$ cat config.mk
export PLATFORM = sky130hd
export DESIGN_NAME = tfb_lane
export DESIGN_NICKNAME = d
export VERILOG_FILES = /design/src/design/tfb_pkg.sv /design/src/design/tfb_lane.sv
export SDC_FILE = /design/constraint.sdc
export NUM_CORES = 1
export LEC_CHECK = 0
export BUFFER_PORTS_ARGS = -buffer_cell sky130_fd_sc_hd__buf_2
export CAP_MARGIN = 30
export CORE_MARGIN = 2
export CORE_UTILIZATION = 45
export DETAILED_ROUTE_END_ITERATION = 12
export PLACE_DENSITY = 0.73
export SETUP_SLACK_MARGIN = 0.3
export SYNTH_ARGS = -nofsm -noshare
export SYNTH_HDL_FRONTEND = slang
export SYNTH_SLANG_ARGS = --single-unit
export TNS_END_PERCENT = 50
$ cat constraint.sdc
create_clock -name vclk -period 6.6
set_input_delay 0.99 -clock vclk [all_inputs]
set_output_delay 0.99 -clock vclk [all_outputs]
set_load 0.05 [all_outputs]
$ cat src/design/tfb_pkg.sv
// ----------------------------------------------------------------------------
// Temporal blur package
// Shared widths, weights, payload types and register indexes for the
// three-frame temporal blur block.
// ----------------------------------------------------------------------------
`timescale 1ns / 1ps

package tfb_pkg;

    localparam int CHANNEL_BITS = 8;
    localparam int MAX_PIXELS   = 524288;
    localparam int ADDR_BITS    = $clog2(MAX_PIXELS);

    // Q0.8 weights for 0.5, 0.3 and 0.2
    localparam int WEIGHT_BITS = 8;
    localparam logic [WEIGHT_BITS-1:0] W_CUR  = WEIGHT_BITS'(128);
    localparam logic [WEIGHT_BITS-1:0] W_PREV = WEIGHT_BITS'(77);
    localparam logic [WEIGHT_BITS-1:0] W_OLD  = WEIGHT_BITS'(51);
    localparam int SUM_BITS = CHANNEL_BITS + WEIGHT_BITS;

    // History depth counter
    localparam logic [1:0] HIST_FULL = 2'd2;

    // Output queue
    localparam int FIFO_DEPTH = 4;
    localparam int FIFO_PTR_BITS = $clog2(FIFO_DEPTH);
    localparam int FIFO_CNT_BITS = $clog2(FIFO_DEPTH + 1);

    // Configuration port
    localparam int CFG_DATA_BITS = 11;
    typedef enum logic [0:0] {
        CFG_FRAME_WIDTH  = 1'b0,
        CFG_FRAME_HEIGHT = 1'b1
    } t_cfg_index;

    typedef struct packed {
        logic [CHANNEL_BITS-1:0] red_in;
        logic [CHANNEL_BITS-1:0] green_in;
        logic [CHANNEL_BITS-1:0] blue_in;
        logic                    frame_end_in;
    } t_pix_in;

    typedef struct packed {
        logic [CHANNEL_BITS-1:0] red_out;
        logic [CHANNEL_BITS-1:0] green_out;
        logic [CHANNEL_BITS-1:0] blue_out;
        logic                    frame_end_out;
    } t_pix_out;

    typedef struct packed {
        logic [CHANNEL_BITS-1:0] red;
        logic [CHANNEL_BITS-1:0] green;
        logic [CHANNEL_BITS-1:0] blue;
    } t_rgb;

    // One history entry: pixel one frame back and two frames back
    typedef struct packed {
        t_rgb prev;
        t_rgb old;
    } t_hist;

    localparam int HIST_BITS = $bits(t_hist);

endpackage

$ cat src/design/tfb_lane.sv
// ----------------------------------------------------------------------------
// Blend lane
// Weighted three-tap sum of one color channel, truncated, or pass-through.
// ----------------------------------------------------------------------------
`timescale 1ns / 1ps

module tfb_lane import tfb_pkg::*; (
    input  logic [CHANNEL_BITS-1:0] i_cur,
    input  logic [CHANNEL_BITS-1:0] i_prev,
    input  logic [CHANNEL_BITS-1:0] i_old,
    input  logic                    i_blend,
    output logic [CHANNEL_BITS-1:0] o_pix
);

    logic [SUM_BITS-1:0] w_sum;

    // Sum never exceeds 256 * max channel, so the top bits always fit
    assign w_sum = SUM_BITS'(W_CUR)  * SUM_BITS'(i_cur)
                 + SUM_BITS'(W_PREV) * SUM_BITS'(i_prev)
                 + SUM_BITS'(W_OLD)  * SUM_BITS'(i_old);

    assign o_pix = i_blend ? w_sum[SUM_BITS-1 -: CHANNEL_BITS] : i_cur;

endmodule

# ---- Word-level counts from Yosys, hierarchy flattened
# Index checks and enable logic that the tools add are counted.
dict set report totals {
  out_inout_bits 8
  elab_cells 5
  regBits 0
  in_bits 25
}
dict set report classes {
  n_addsub 2
  n_mul 2
  mux 1
}
# operator count
set op_table {}
lappend op_table {{adder 15 x 15 -> 16 bit} 1}
lappend op_table {{adder 16 x 14 -> 16 bit} 1}
lappend op_table {{multiplier 7 x 8 -> 15 bit (first input constant)} 1}
lappend op_table {{multiplier 6 x 8 -> 14 bit (first input constant)} 1}
lappend op_table {{2-to-1 mux 8 bit} 1}

# ---- Logic depth before layout (Yosys ltp)
dict set report depth {
  depth_word 4
  depth_mapped 18
  ltp_nobuf 18
}

# ---- Worst setup path after synthesis
# Ideal clock, no wire load.
dict set report synth_timing {
  kind {input to output}
  from {input i_prev[7]}
  to {output o_pix[5]}
  t_required_ns 5.610
  cell_stages 16
  slack_ns -0.693
  t_arrival_ns 6.303
  n_path_buf 0
  path_cell_list {fa_1 > fa_1 > inv_1 > fa_1 > inv_1 > fa_1 > fa_1 > inv_1 > fa_1 > inv_1 > ha_1 > a21oi_1 > o21ai_1 > and3_2 > o31a_1 > o31ai_1}
}
dict set report synth_between {
  elab_chain_cells 4
}
# element line_no
set synth_lines {}
lappend synth_lines {{start: declaration} tfb_lane.sv:9} ;# input logic [CHANNEL_BITS-1:0] i_prev,
lappend synth_lines {{multiplier 7 x 8 -> 15 bit} tfb_lane.sv:19} ;# + SUM_BITS'(W_PREV) * SUM_BITS'(i_prev)
lappend synth_lines {{adder 15 x 15 -> 16 bit} tfb_lane.sv:19}
lappend synth_lines {{adder 16 x 14 -> 16 bit} tfb_lane.sv:20} ;# + SUM_BITS'(W_OLD) * SUM_BITS'(i_old);
lappend synth_lines {{2-to-1 mux 8 bit} tfb_lane.sv:22} ;# assign o_pix = i_blend ? w_sum[SUM_BITS-1 -: CHANNEL_BITS] : i_cur;
lappend synth_lines {{end: declaration} tfb_lane.sv:12} ;# output logic [CHANNEL_BITS-1:0] o_pix
# No other way between the ends.

# ---- Worst setup path after layout
dict set report layout_timing {
  from {input i_prev[7]}
  to {output o_pix[4]}
}
# The elaborated chain is that of the path after synthesis.

==> results.toml <==
[status]
status = "complete, no violations"

[grt]
grt_pass1_vias = 1974
grt_max_degree = 14
grtUsageTotal_pct = 17.55
grt_remaining_overflow = 0
grt_first_pass_wirelength_um = 8493
antenna_found_initial = 0

[timing]
slew_violations = 0
setup_viol = 0
rsz0062_at_grt = "true"
fin_crit_sh_pct = 99.60
slew_headroom_pct = 76.85
hold_violations = 0
tightest_slew_ns = 0.3444
max_freq_ghz = 0.1521
whs_ns = 2.369
min_period_ns = 6.574
setup_ws_ns = 0.02642

[die]
die_x_um = 76.17
dieArea_sq_mm = 0.005801
rows = 26
coreArea_sq_mm = 0.005075
initial_utilization_pct = 46.18
die_h_um = 76.17
pin_count = 33

[clocking]
hold_buffers = 0

[layout]
fin_nets = 439
n_antenna_cell = 0
stdcell_count = 384
nFillCells = 441
seq_cells = 0
final_core_util_pct = 62.25
clockBufferCount = 0
regArea_sq_um = 0
multi_input_area_sq_mm = 0.002263
area_growth_pct = 34.81
drive_gt1_share_pct = 33.12

[critical_path]
worstSetupStartpointType = "primary input"
arrival_ns = 5.58
critPathKind = "primary input to output port"
cp.required_ns = 5.61
worst-path-max-fanout = 5
end_kind = "output port"

[place]
port_buffers = 33
dp_cells = 375
hpwl_um = 4518
place_ws_ns = -0.1110
gp_congestion = 0.8210

[drt]
drt-initial-drc-count = 33
routedWlPerCell_um = 12.80
drtPass1Iterations = 4
routed_wl_um = 4917
antenna_left = 0
remaining_drc_errors = 0
num_vias = 1870
vias_per_cell = 4.870

[synth]
avgSynthCellArea_sq_um = 9.226
syn-cell-area_sq_mm = 0.002343
yosys_warnings = 0
syn-instance-count = 254
synth-seq-area-share_pct = 0
synth_cell_types = 42
synth_top_area_share_pct = 37.59
syn-num-nets = 377
yosysTopAreaCell = "fa_1"
synth_area_leaders = "fa_1, ha_1, inv_1, mux2i_1, a21oi_1"

[run]
maxCapViolations = 0

[min_path]
hold_class = "primary input to output port"
[synth_stat cells]
library cell and number:
and3_4 1, o221ai_1 1, o22ai_1 1, o21ai_1 3, or3_1 1, a221oi_2 1
nand2_1 8, mux2_2 1, nor2_1 3, mux2i_1 4, o21a_1 1, a21o_1 2
xor2_1 2, nand2b_1 1, o31ai_1 1, a311o_1 1, a21oi_1 6, a211o_1 1
a311oi_1 1, and3_2 1, nand4_1 3, nor4_1 1, o21bai_1 1, fa_1 44
o211ai_1 1, nor4b_1 1, inv_1 92, xnor2_1 2, a31oi_1 1, buf_1 1
o21ai_0 1, and4_1 1, and4b_1 1, o221a_2 1, a221o_1 1, o31a_1 1
inv_2 1, ha_1 54, and2_1 1, a41oi_1 1, nor2b_1 1, and3_1 2
[kinds of logic (layout without fill, tap and decap cells)]
family,Yosys count,count (layout),synth area share [%]
buffers and inverters,94,154,15.06
and+or+nand+nor,26,26,6.408
AOI/OAI and AO/OA,27,27,8.436
adders and majority gates,98,98,66.42
xor gates and xnor gates,4,4,1.495
muxes,5,5,2.189
[cell usage in the layout (no fill, tap or decap), drive strengths merged, types with 2 or more instances in the layout]
| cell | n |
|---|---|
| xor2 | 2 |
| and3 | 4 |
| a21oi | 6 |
| o21ai | 4 |
| mux2i | 4 |
| nand2 | 8 |
| buf | 60 |
| ha | 54 |
| nor2 | 3 |
| inv | 93 |
| a21o | 2 |
| xnor2 | 2 |
| nand4 | 3 |
| fa | 44 |
[final timing paths]
| path | start | to | slack, ns | cells after the start |
|---|---|---|---|---|
| worst max-delay path | i_prev[7] | o_pix[4] | 0.03 | 15 |
| worst min-delay path | i_cur[5] | o_pix[5] | 2.37 | 4 |
[cell type report]
type	count	share of cell area, %
timing repair buffer	61	14.46
tap	70	2.772
inverter	93	11.13
multi-input combinational	160	71.64
[timing repair]
item,CTS,global route
buffers inserted,3,6
pin swaps,23,21
gates resized for setup,21,32
endpoints found under the setup margin,8,8
[per-stage QoR]
step | setup TNS (ns) | instance area, sq um
CTS | 0 | 2979
global placement | -0.1675 | 2868
floorplan | 0 | 2476
detailed placement | -0.2475 | 2868
global route | -0.1752 | 3159
finish | 0 | 3159
[worst max-delay path, cell delays in order]
cell and delay (ns):
buf_2 0.12, fa_2 0.44, fa_1 0.49, inv_1 0.05, fa_1 0.47, inv_1 0.05, fa_2 0.52, fa_1 0.44
fa_2 0.57, ha_4 0.21, and4_4 0.21, a221o_1 0.41, a211o_1 0.36, o221ai_4 0.07, buf_6 0.18
[metal layers]
layer | global-route usage [%] | wire length [um] | vias up
li1 | - | - | 917
met3 | 0.4739 | 91 | 8
met5 | 0 | 0 | -
met2 | 33.04 | 2611 | 36
met1 | 22.98 | 2125 | 909
met4 | 2.727 | 89 | 0
Power is left out: the tool's default activity adds up to more than one toggle a clock period on the data nets, which glitch-free logic cannot reach.
