File: src/design/tfb_pkg.sv
// ----------------------------------------------------------------------------
// Temporal blur package
// Shared widths, weights, payload types and register indexes for the
// three-frame temporal blur block.
// ----------------------------------------------------------------------------
`timescale 1ns / 1ps

package tfb_pkg;

    localparam int CHANNEL_BITS = 8;
    localparam int MAX_PIXELS   = 524288;
    localparam int ADDR_BITS    = $clog2(MAX_PIXELS);

    // Q0.8 weights for 0.5, 0.3 and 0.2
    localparam int WEIGHT_BITS = 8;
    localparam logic [WEIGHT_BITS-1:0] W_CUR  = WEIGHT_BITS'(128);
    localparam logic [WEIGHT_BITS-1:0] W_PREV = WEIGHT_BITS'(77);
    localparam logic [WEIGHT_BITS-1:0] W_OLD  = WEIGHT_BITS'(51);
    localparam int SUM_BITS = CHANNEL_BITS + WEIGHT_BITS;

    // History depth counter
    localparam logic [1:0] HIST_FULL = 2'd2;

    // Output queue
    localparam int FIFO_DEPTH = 4;
    localparam int FIFO_PTR_BITS = $clog2(FIFO_DEPTH);
    localparam int FIFO_CNT_BITS = $clog2(FIFO_DEPTH + 1);

    // Configuration port
    localparam int CFG_DATA_BITS = 11;
    typedef enum logic [0:0] {
        CFG_FRAME_WIDTH  = 1'b0,
        CFG_FRAME_HEIGHT = 1'b1
    } t_cfg_index;

    typedef struct packed {
        logic [CHANNEL_BITS-1:0] red_in;
        logic [CHANNEL_BITS-1:0] green_in;
        logic [CHANNEL_BITS-1:0] blue_in;
        logic                    frame_end_in;
    } t_pix_in;

    typedef struct packed {
        logic [CHANNEL_BITS-1:0] red_out;
        logic [CHANNEL_BITS-1:0] green_out;
        logic [CHANNEL_BITS-1:0] blue_out;
        logic                    frame_end_out;
    } t_pix_out;

    typedef struct packed {
        logic [CHANNEL_BITS-1:0] red;
        logic [CHANNEL_BITS-1:0] green;
        logic [CHANNEL_BITS-1:0] blue;
    } t_rgb;

    // One history entry: pixel one frame back and two frames back
    typedef struct packed {
        t_rgb prev;
        t_rgb old;
    } t_hist;

    localparam int HIST_BITS = $bits(t_hist);

endpackage

File: src/design/tfb_out_fifo.sv
// ----------------------------------------------------------------------------
// Output queue
// Small register FIFO that holds finished pixels until the sink takes them.
// ----------------------------------------------------------------------------
`timescale 1ns / 1ps

module tfb_out_fifo import tfb_pkg::*; (
    input  logic                     i_clk,
    input  logic                     i_rst_n,
    input  logic                     i_push,
    input  t_pix_out                 i_push_data,
    input  logic                     i_pop,
    output logic                     o_valid,
    output t_pix_out                 o_data,
    output logic [FIFO_CNT_BITS-1:0] o_count
);

    t_pix_out                 r_mem [FIFO_DEPTH];
    logic [FIFO_PTR_BITS-1:0] r_wr_ptr, n_wr_ptr;
    logic [FIFO_PTR_BITS-1:0] r_rd_ptr, n_rd_ptr;
    logic [FIFO_CNT_BITS-1:0] r_count,  n_count;

    always_comb begin
        n_wr_ptr = r_wr_ptr;
        n_rd_ptr = r_rd_ptr;
        n_count  = r_count;
        if (i_push) begin
            n_wr_ptr = r_wr_ptr + FIFO_PTR_BITS'(1);
        end
        if (i_pop) begin
            n_rd_ptr = r_rd_ptr + FIFO_PTR_BITS'(1);
        end
        unique case ({i_push, i_pop})
            2'b10:   n_count = r_count + FIFO_CNT_BITS'(1);
            2'b01:   n_count = r_count - FIFO_CNT_BITS'(1);
            default: n_count = r_count;
        endcase
    end

    always_ff @(posedge i_clk) begin
        if (!i_rst_n) begin
            r_wr_ptr <= '0;
            r_rd_ptr <= '0;
            r_count  <= '0;
        end else begin
            r_wr_ptr <= n_wr_ptr;
            r_rd_ptr <= n_rd_ptr;
            r_count  <= n_count;
        end
    end

    always_ff @(posedge i_clk) begin
        if (i_push) begin
            r_mem[r_wr_ptr] <= i_push_data;
        end
    end

    assign o_valid = (r_count != '0);
    assign o_data  = r_mem[r_rd_ptr];
    assign o_count = r_count;

endmodule

File: config.mk
export PLATFORM = sky130hd
export DESIGN_NAME = tfb_out_fifo
export DESIGN_NICKNAME = d
export VERILOG_FILES = /design/src/design/tfb_pkg.sv /design/src/design/tfb_out_fifo.sv
export SDC_FILE = /design/constraint.sdc
export NUM_CORES = 1
export LEC_CHECK = 0
export ABC_AREA = 1
export BUFFER_PORTS_ARGS = -buffer_cell sky130_fd_sc_hd__buf_2
export CAP_MARGIN = 40
export CORE_UTILIZATION = 40
export CTS_CLUSTER_DIAMETER = 40
export DETAILED_ROUTE_END_ITERATION = 6
export PLACE_DENSITY = 0.59
export REMOVE_ABC_BUFFERS = 1
export SYNTH_ARGS = -nofsm -noshare
export SYNTH_HDL_FRONTEND = slang
export SYNTH_SLANG_ARGS = --single-unit
File: constraint.sdc
create_clock -name i_clk -period 1.5 [get_ports i_clk]
set_input_delay 0.075 -clock i_clk [delete_from_list [all_inputs] [get_ports i_clk]]
set_output_delay 0.075 -clock i_clk [all_outputs]
set_load 0.01 [all_outputs]
# After elaboration in Yosys (flattened, before gate mapping)
# Memory sizes are Yosys's and may differ from the RTL's. A register that Yosys moved wholly into a read port is not among the register bits.
# Index checks and enable logic that the tools add are counted.
# W data, S select, Z words.
# classes
n_addsub	4
mul	0
n_div	0
magnitude_cmp	0
eq_ne	2
shift	0
n_mux	5
n_bitwise	0
reduce_logical	2
# ops
cell	n
$pmux W3 S2	1
$add A2 B1 Y2 const B	2
$mux W2	2
$add A3 B1 Y3 const B	1
$reduce_bool A3 Y1	1
$sub A3 B1 Y3 const B	1
$eq A2 B1 Y1 const B	1
$eq A2 B2 Y1 const B	1
$mux W1	2
$reduce_bool A2 Y1	1
# word_totals
register_bits	7
latch_bits	0
ramBits	100
rom_bits	0
output_inout_bits	29
n_memories	1
# memory_table
name	words	width	read_ports	rd_clocked_by_memory_dff	write_ports	line	text
r_mem	4	25	1	1	1	tfb_out_fifo.sv:18	t_pix_out r_mem [FIFO_DEPTH];

# Longest topological paths before layout
# Gate-level depths: netlist of the first run.
# logic_depth
ltp_word	3
ltp_mapped	10

# Least setup slack after synthesis of the first run
# OpenSTA, ideal clock, no wires.
# synth_path
path_kind	reg-to-reg
start	register r_wr_ptr[0]
end	memory r_mem[2][0] (netlist bit) (enable)
setup_ns	0.380
t_arrival_ns	1.089
required_ns	1.120
path_slack_ns	0.032
path_stages_with_launch	5
n_path_buf	0
path_cell_list	dfxtp_1 inv_1 ha_1 nand2_1 inv_1
# synth_rtl
element	line	text
from (decl)	tfb_out_fifo.sv:19	logic [FIFO_PTR_BITS-1:0] r_wr_ptr, n_wr_ptr;
from (signal assigned)	tfb_out_fifo.sv:46	r_wr_ptr <= n_wr_ptr;
to (decl)	tfb_out_fifo.sv:18	
# No word-level cell before the write port.

==> out/results.txt, run 1 <==
Status: finished with violations
Failing checks: negative setup slack
Sequential fraction of the synthesis area: 0.749
Hold Path Class: input port to register
Hold violation total from the final report: 0
GR Util met2: 0.293
Via/cell ratio: 4.97
Vias in the first global route: 2,656
H-tree levels: 3
Initial DRC count: 138
Yosys Warn Count: 0
Depth of the worst hold-timing path: 4
Port buffer count: 57
Clock transition at path regs: 100 ps
Power Dens Cells: 1100 mW/mm^2
Die Y-Extent: 105 microns
Initial Util: 0.412
Floorplan core area: 0.0103 sq mm
Worst ir drop on vdd: 0.000579 V
Yosys top cell by area: edfxtp_1
GP Congestion: 0.749
Netlist area before placement: 0.00425 sq mm
Vias: 2,683
Worst skew pair latency: 360 ps
Synth top area share: 0.707
Routed len/inst: 16.2 microns
Final Cell Area: 0.00548 sq mm
Worst Setup Start Kind: register
Final slew viol count: 0
Diodes inserted: 0
Setup WS post-layout: -53.4 ps
Root Driver: clkbuf_8
Synthesized netlist cell count: 298
Clock skew: 8.37 ps
FF+latch count, synth: 109
Layer with the highest usage: met2
Pin count of the biggest net entering global routing: 26
Pre-antenna DRT Iters: 4
GRT Residual Overflow: 0
Fmax: 644 MHz
Final worst path period share: 1.04
Met1 global-route usage: 0.204
Crit Path Class: register to primary output
Final ANT Viol Nets: 0
Pleak: 2.03 nW
First-pass GRT wire length: 13,800 microns
P&R area growth vs syn: 28.9%
Clk sinks: 109
Syn Area/Cell: 14.3 sq um
Maxcap violations: 0
Die ar.: 0.0110 sq mm
Initial antenna violation count: 0
Met3 usage: 0.0474
Slew HR: 0.857
DR DRC count: 0
Post-layout net count: 434
Worst r2r path cells: 8
GRT Util Overall: 0.167
CTS Buffer Depth: 2
Crit path max fanout: 18
Place WS: 86.0 ps
Share of post-route cells with drive strength above 1: 0.334
Final setup viols: 15
Core Rows: 37
Largest cells by area after synthesis: edfxtp_1, nor2_1, dfxtp_1
CTS buffer count: 9
Critical path required time: 1420 ps
CP endpoint kind: primary output
# IOs: 58
Die Wd: 105 microns
Post-DP Area: 0.00478 sq mm
Post-layout min period: 1550 ps
Worst Max-Slew Pin Slew: 212 ps
Detailed Place HPWL: 4850 microns
RSZ-0062 raised after global routing: yes
TritonCTS clock tree: built
Final WL: 8730 microns
Cell variety after synth: 20
CP Data Arrival Time: 1480 ps
==> state kept, by name, summed over array words and instances, names as in the netlist, named ones only <==
register and count:
r_wr_ptr 2, o_count 3, r_rd_ptr 2, r_mem 100
==> through the flow <==
stage	hold WS, ps	utilization	setup TNS (ps)	std cells	power, mW
after floorplan	174	-	-10920	283	3.93
after global placement	289	0.463	0	489	4.27
after detailed placement	290	0.463	0	489	4.29
after CTS	15.0	0.522	-827	539	6.04
after global routing	36.5	0.531	-2120	540	6.30
final	36.5	0.531	-427	540	6.03
==> cells in the final DEF, fill, tap and decap left out, types with 7 or more instances in the layout <==
cell,instances
nand2_1,9
edfxtp_1,100
buf_2,57
nor2_2,7
o21ai_1,23
inv_1,15
o21ai_0,10
dfxtp_1,7
o21ai_2,23
o22ai_1,20
dlygate4sd3_1,26
clkbuf_8,9
buf_12,9
nor2_1,45
==> routing by layer <==
layer | vias to the layer above | part of all wire
met3 | 9 | 0.040
met1 | 1321 | 0.44
met2 | 55 | 0.51
met5 | - | 0
met4 | 0 | 0.010
li1 | 1298 | -
==> report_power, final <==
part	internal [mW]	switching [mW]	leakage, nW
logic	0.401	0.485	0.945
registers	3.46	0.0539	0.994
clock network	0.627	1.00	0.0881
==> area by class of cell <==
| cell class | count | area (sq um) |
|---|---|---|
| Clock buffer | 9 | 124 |
| Timing Repair inverter | 1 | 11.3 |
| Multi-Input combinational cell | 157 | 936 |
| Sequential cell | 109 | 3190 |
| Timing Repair Buffer | 104 | 912 |
| Tap cell | 136 | 170 |
| Inverter | 17 | 78.8 |
| Fill cell | 891 | 4850 |
| Clock inverter | 7 | 57.6 |
==> critical path, stage by stage (launching register included) <==
cell and delay (ps):
dfxtp_4 470, buf_12 180, o21ai_1 80, o22ai_1 210, buf_2 170
==> cell families after synthesis <==
logic type                 Yosys count  synth area share
DFF                                109             0.749
AOI/OAI and AO/OA                   86             0.128
and+or+nand+nor                     65            0.0586
buffers and inverters               32            0.0451
adders and majority gates            6            0.0194
==> synth_stat cells <==
cell type,number
fa_1,1
o21ai_0,11
o21ai_2,20
nand4_1,1
nor2_1,53
o22ai_2,1
buf_6,6
inv_1,15
nand2_1,9
ha_1,5
a21oi_1,5
dfxtp_1,9
inv_4,1
nand3_1,2
o22ai_1,24
buf_4,5
edfxtp_1,100
o21ai_1,25
inv_2,1
buf_2,4
==> repair_timing <==
| action | in CTS | in global routing |
|---|---|---|
| setup endpoints to repair | 25 | 25 |
| hold buffers | 26 | 0 |
| hold endpoints to repair | 106 | 0 |
| gates resized for setup | 14 | 18 |
| pin swaps | 1 | 10 |
| setup buffers | 4 | 0 |
| cloned | 4 | 1 |
==> path summary, 6_finish.rpt <==
check | startpoint | endpoint | slack [ps]
max | register | o_data[12] | -50
min | i_pop | register | 40
max reg2reg | o_count[1] | o_count[2] | 190
min reg2reg | r_rd_ptr[1] | register | 460
No activity file was read; power rests on OpenSTA's default activity.
==> inputs of run 2 (changes only) <==
- clock period: 1.5 -> 1.3 ns (I/O delays scaled with it)
==> run 2 against run 1 <==
Final cell count grew 0.19%; the run still ends with negative setup slack left; hold slack lost 6.9 ps; clock skew grew 0.79 ps; sequential cell count is the same; power grew 23%.
==> out/results.txt, run 2 (synthesized netlist as in run 1, its figures left out) <==
Largest register FFs: 100
GRT Residual Overflow: 0
Final Cell Area: 0.00551 sq mm
Worst ir drop on vdd: 0.000700 V
Filler Cells Inserted: 885
P&R area growth vs syn: 29.7%
Crit path max fanout: 16
Layout Cells excl Fill: 541
Die ar.: 0.0110 sq mm
FF-to-FF End: r_mem[1][24]
Vias in the first global route: 2,610
Multi-input gate area: 941 sq um
Vias: 2,637
Biggest register: r_mem
Clock transition at path regs: 100 ps
Root Driver: clkbuf_8
Share of post-route cells with drive strength above 1: 0.353
Crit-path max cell delay: 400 ps
Hold Path Class: input port to register
Pin count of the biggest net entering global routing: 26
Worst Max-Slew Pin Slew: 202 ps
CP endpoint: o_data[9]
Slew HR: 0.864
Status: finished with violations
Slowest cell on crit path: dfxtp_4
CP Data Arrival Time: 1440 ps
Fmax: 665 MHz
CP endpoint kind: primary output
First-pass GRT wire length: 13,200 microns
Clk sinks: 109
Die Wd: 105 microns
Pre-antenna DRT Iters: 4
Via/cell ratio: 4.87
Pleak: 2.04 nW
Initial Util: 0.412
# IOs: 58
Placed cells: 495
Power, Total: 7.41 mW
Initial antenna violation count: 0
Worst skew pair latency: 360 ps
FF/Latch Area: 0.00319 sq mm
Commonest non-fill, non-tap cells in the layout: edfxtp_1, buf_2, nor2_1
Power Dens Cells: 1340 mW/mm^2
RSZ-0062 raised after global routing: yes
Final setup viols: 25
Worst r2r path cells: 5
H-tree levels: 3
Clock skew: 9.16 ps
Crit path buffers/inverters: 3
Hold violation total from the final report: 0
Die Y-Extent: 105 microns
DR DRC count: 0
CP top delay family: buffers and inverters
Worst Setup Start Kind: register
Worst path depth: 5
CTS buffer count: 9
Failing checks: negative setup slack
Critical-path cell list: inv_8 > buf_12 > nor2_1 > o22ai_1 > buf_2
Floorplan core area: 0.0103 sq mm
Final WL: 8460 microns
Hold slack final: 29.5 ps
Critical path required time: 1240 ps
Final worst path period share: 1.16
Post-DP Area: 0.00484 sq mm
GP Congestion: 0.726
Most common cell after layout, fill and taps aside: edfxtp_1
Diodes inserted: 0
Routed len/inst: 15.6 microns
Maxcap violations: 0
TritonCTS clock tree: built
Core Rows: 37
FF-to-FF setup slack: 60 ps
Initial DRC count: 74
Setup WS post-layout: -204 ps
CTS Buffer Depth: 2
Crit Path Class: register to primary output
Final ANT Viol Nets: 0
Post-layout min period: 1500 ps
Detailed Place HPWL: 5090 microns
Final slew viol count: 0
GRT Util Overall: 0.158
Post-layout net count: 435
FF-to-FF Start: r_wr_ptr[1]
Port buffer count: 57
## run 2: stage by stage
step / util / TNS (ps) / setup slack, ps
after floorplan: - / -30170 / -637
after global placement: 0.468 / 0 / 36.9
after detailed placement: 0.468 / -3.96 / -3.96
after global routing: 0.534 / -5460 / -273
final: 0.534 / -3740 / -204
after CTS: 0.524 / -4590 / -224
## run 2: final cells by class
class / instances / area share
clock inverter: 6 / 0.0202
sequential: 109 / 0.579
multi-input combinational: 157 / 0.171
clock buffer: 10 / 0.0232
inverter: 17 / 0.0129
timing repair buffer: 106 / 0.163
tap: 136 / 0.0309
## run 2: how the worst min path moves through the flow
stage / startpoint / endpoint / slack (ps) / cells past startpoint
2_1_floorplan: i_push_data[0] / r_mem[0][0] / 160 / 0
3_3_place_gp: i_push_data[12] / r_mem[1][12] / 280 / 1
3_5_place_dp: i_push_data[17] / r_mem[3][17] / 290 / 1
4_1_cts: i_pop / r_rd_ptr[0] / 10 / 3
5_1_grt: i_pop / r_rd_ptr[0] / 40 / 3
6_report: i_pop / r_rd_ptr[0] / 30 / 3
## run 2: what timing repair did
item / 4_1_cts / 5_1_grt
buffers inserted: 0 / 2
cloned: 1 / 1
setup endpoints to repair: 26 / 67
resized for setup: 17 / 21
hold buffers: 26 / 0
hold endpoints to repair: 106 / 0
pin swaps: 1 / 2
## run 2: power breakdown
part	switching [mW]	internal, mW
combinational	0.542	0.448
sequential	0.0591	3.99
clock	1.09	1.28
## run 2: per-layer routing
layer  wire (microns)  global-route usage  share of wire
met5                0                   0              0
met1             3800               0.204           0.45
met4               68              0.0453         0.0080
met2             4180               0.264           0.49
met3              401              0.0399          0.047
## run 2: worst reg2reg max path, delay by kind of cell (launching register included)
family	cells	cell delay [ps]
adder cells (fa/ha/maj)	1	150
buffers and inverters	3	390
flip-flops	1	340
AND/OR/NAND/NOR	1	50
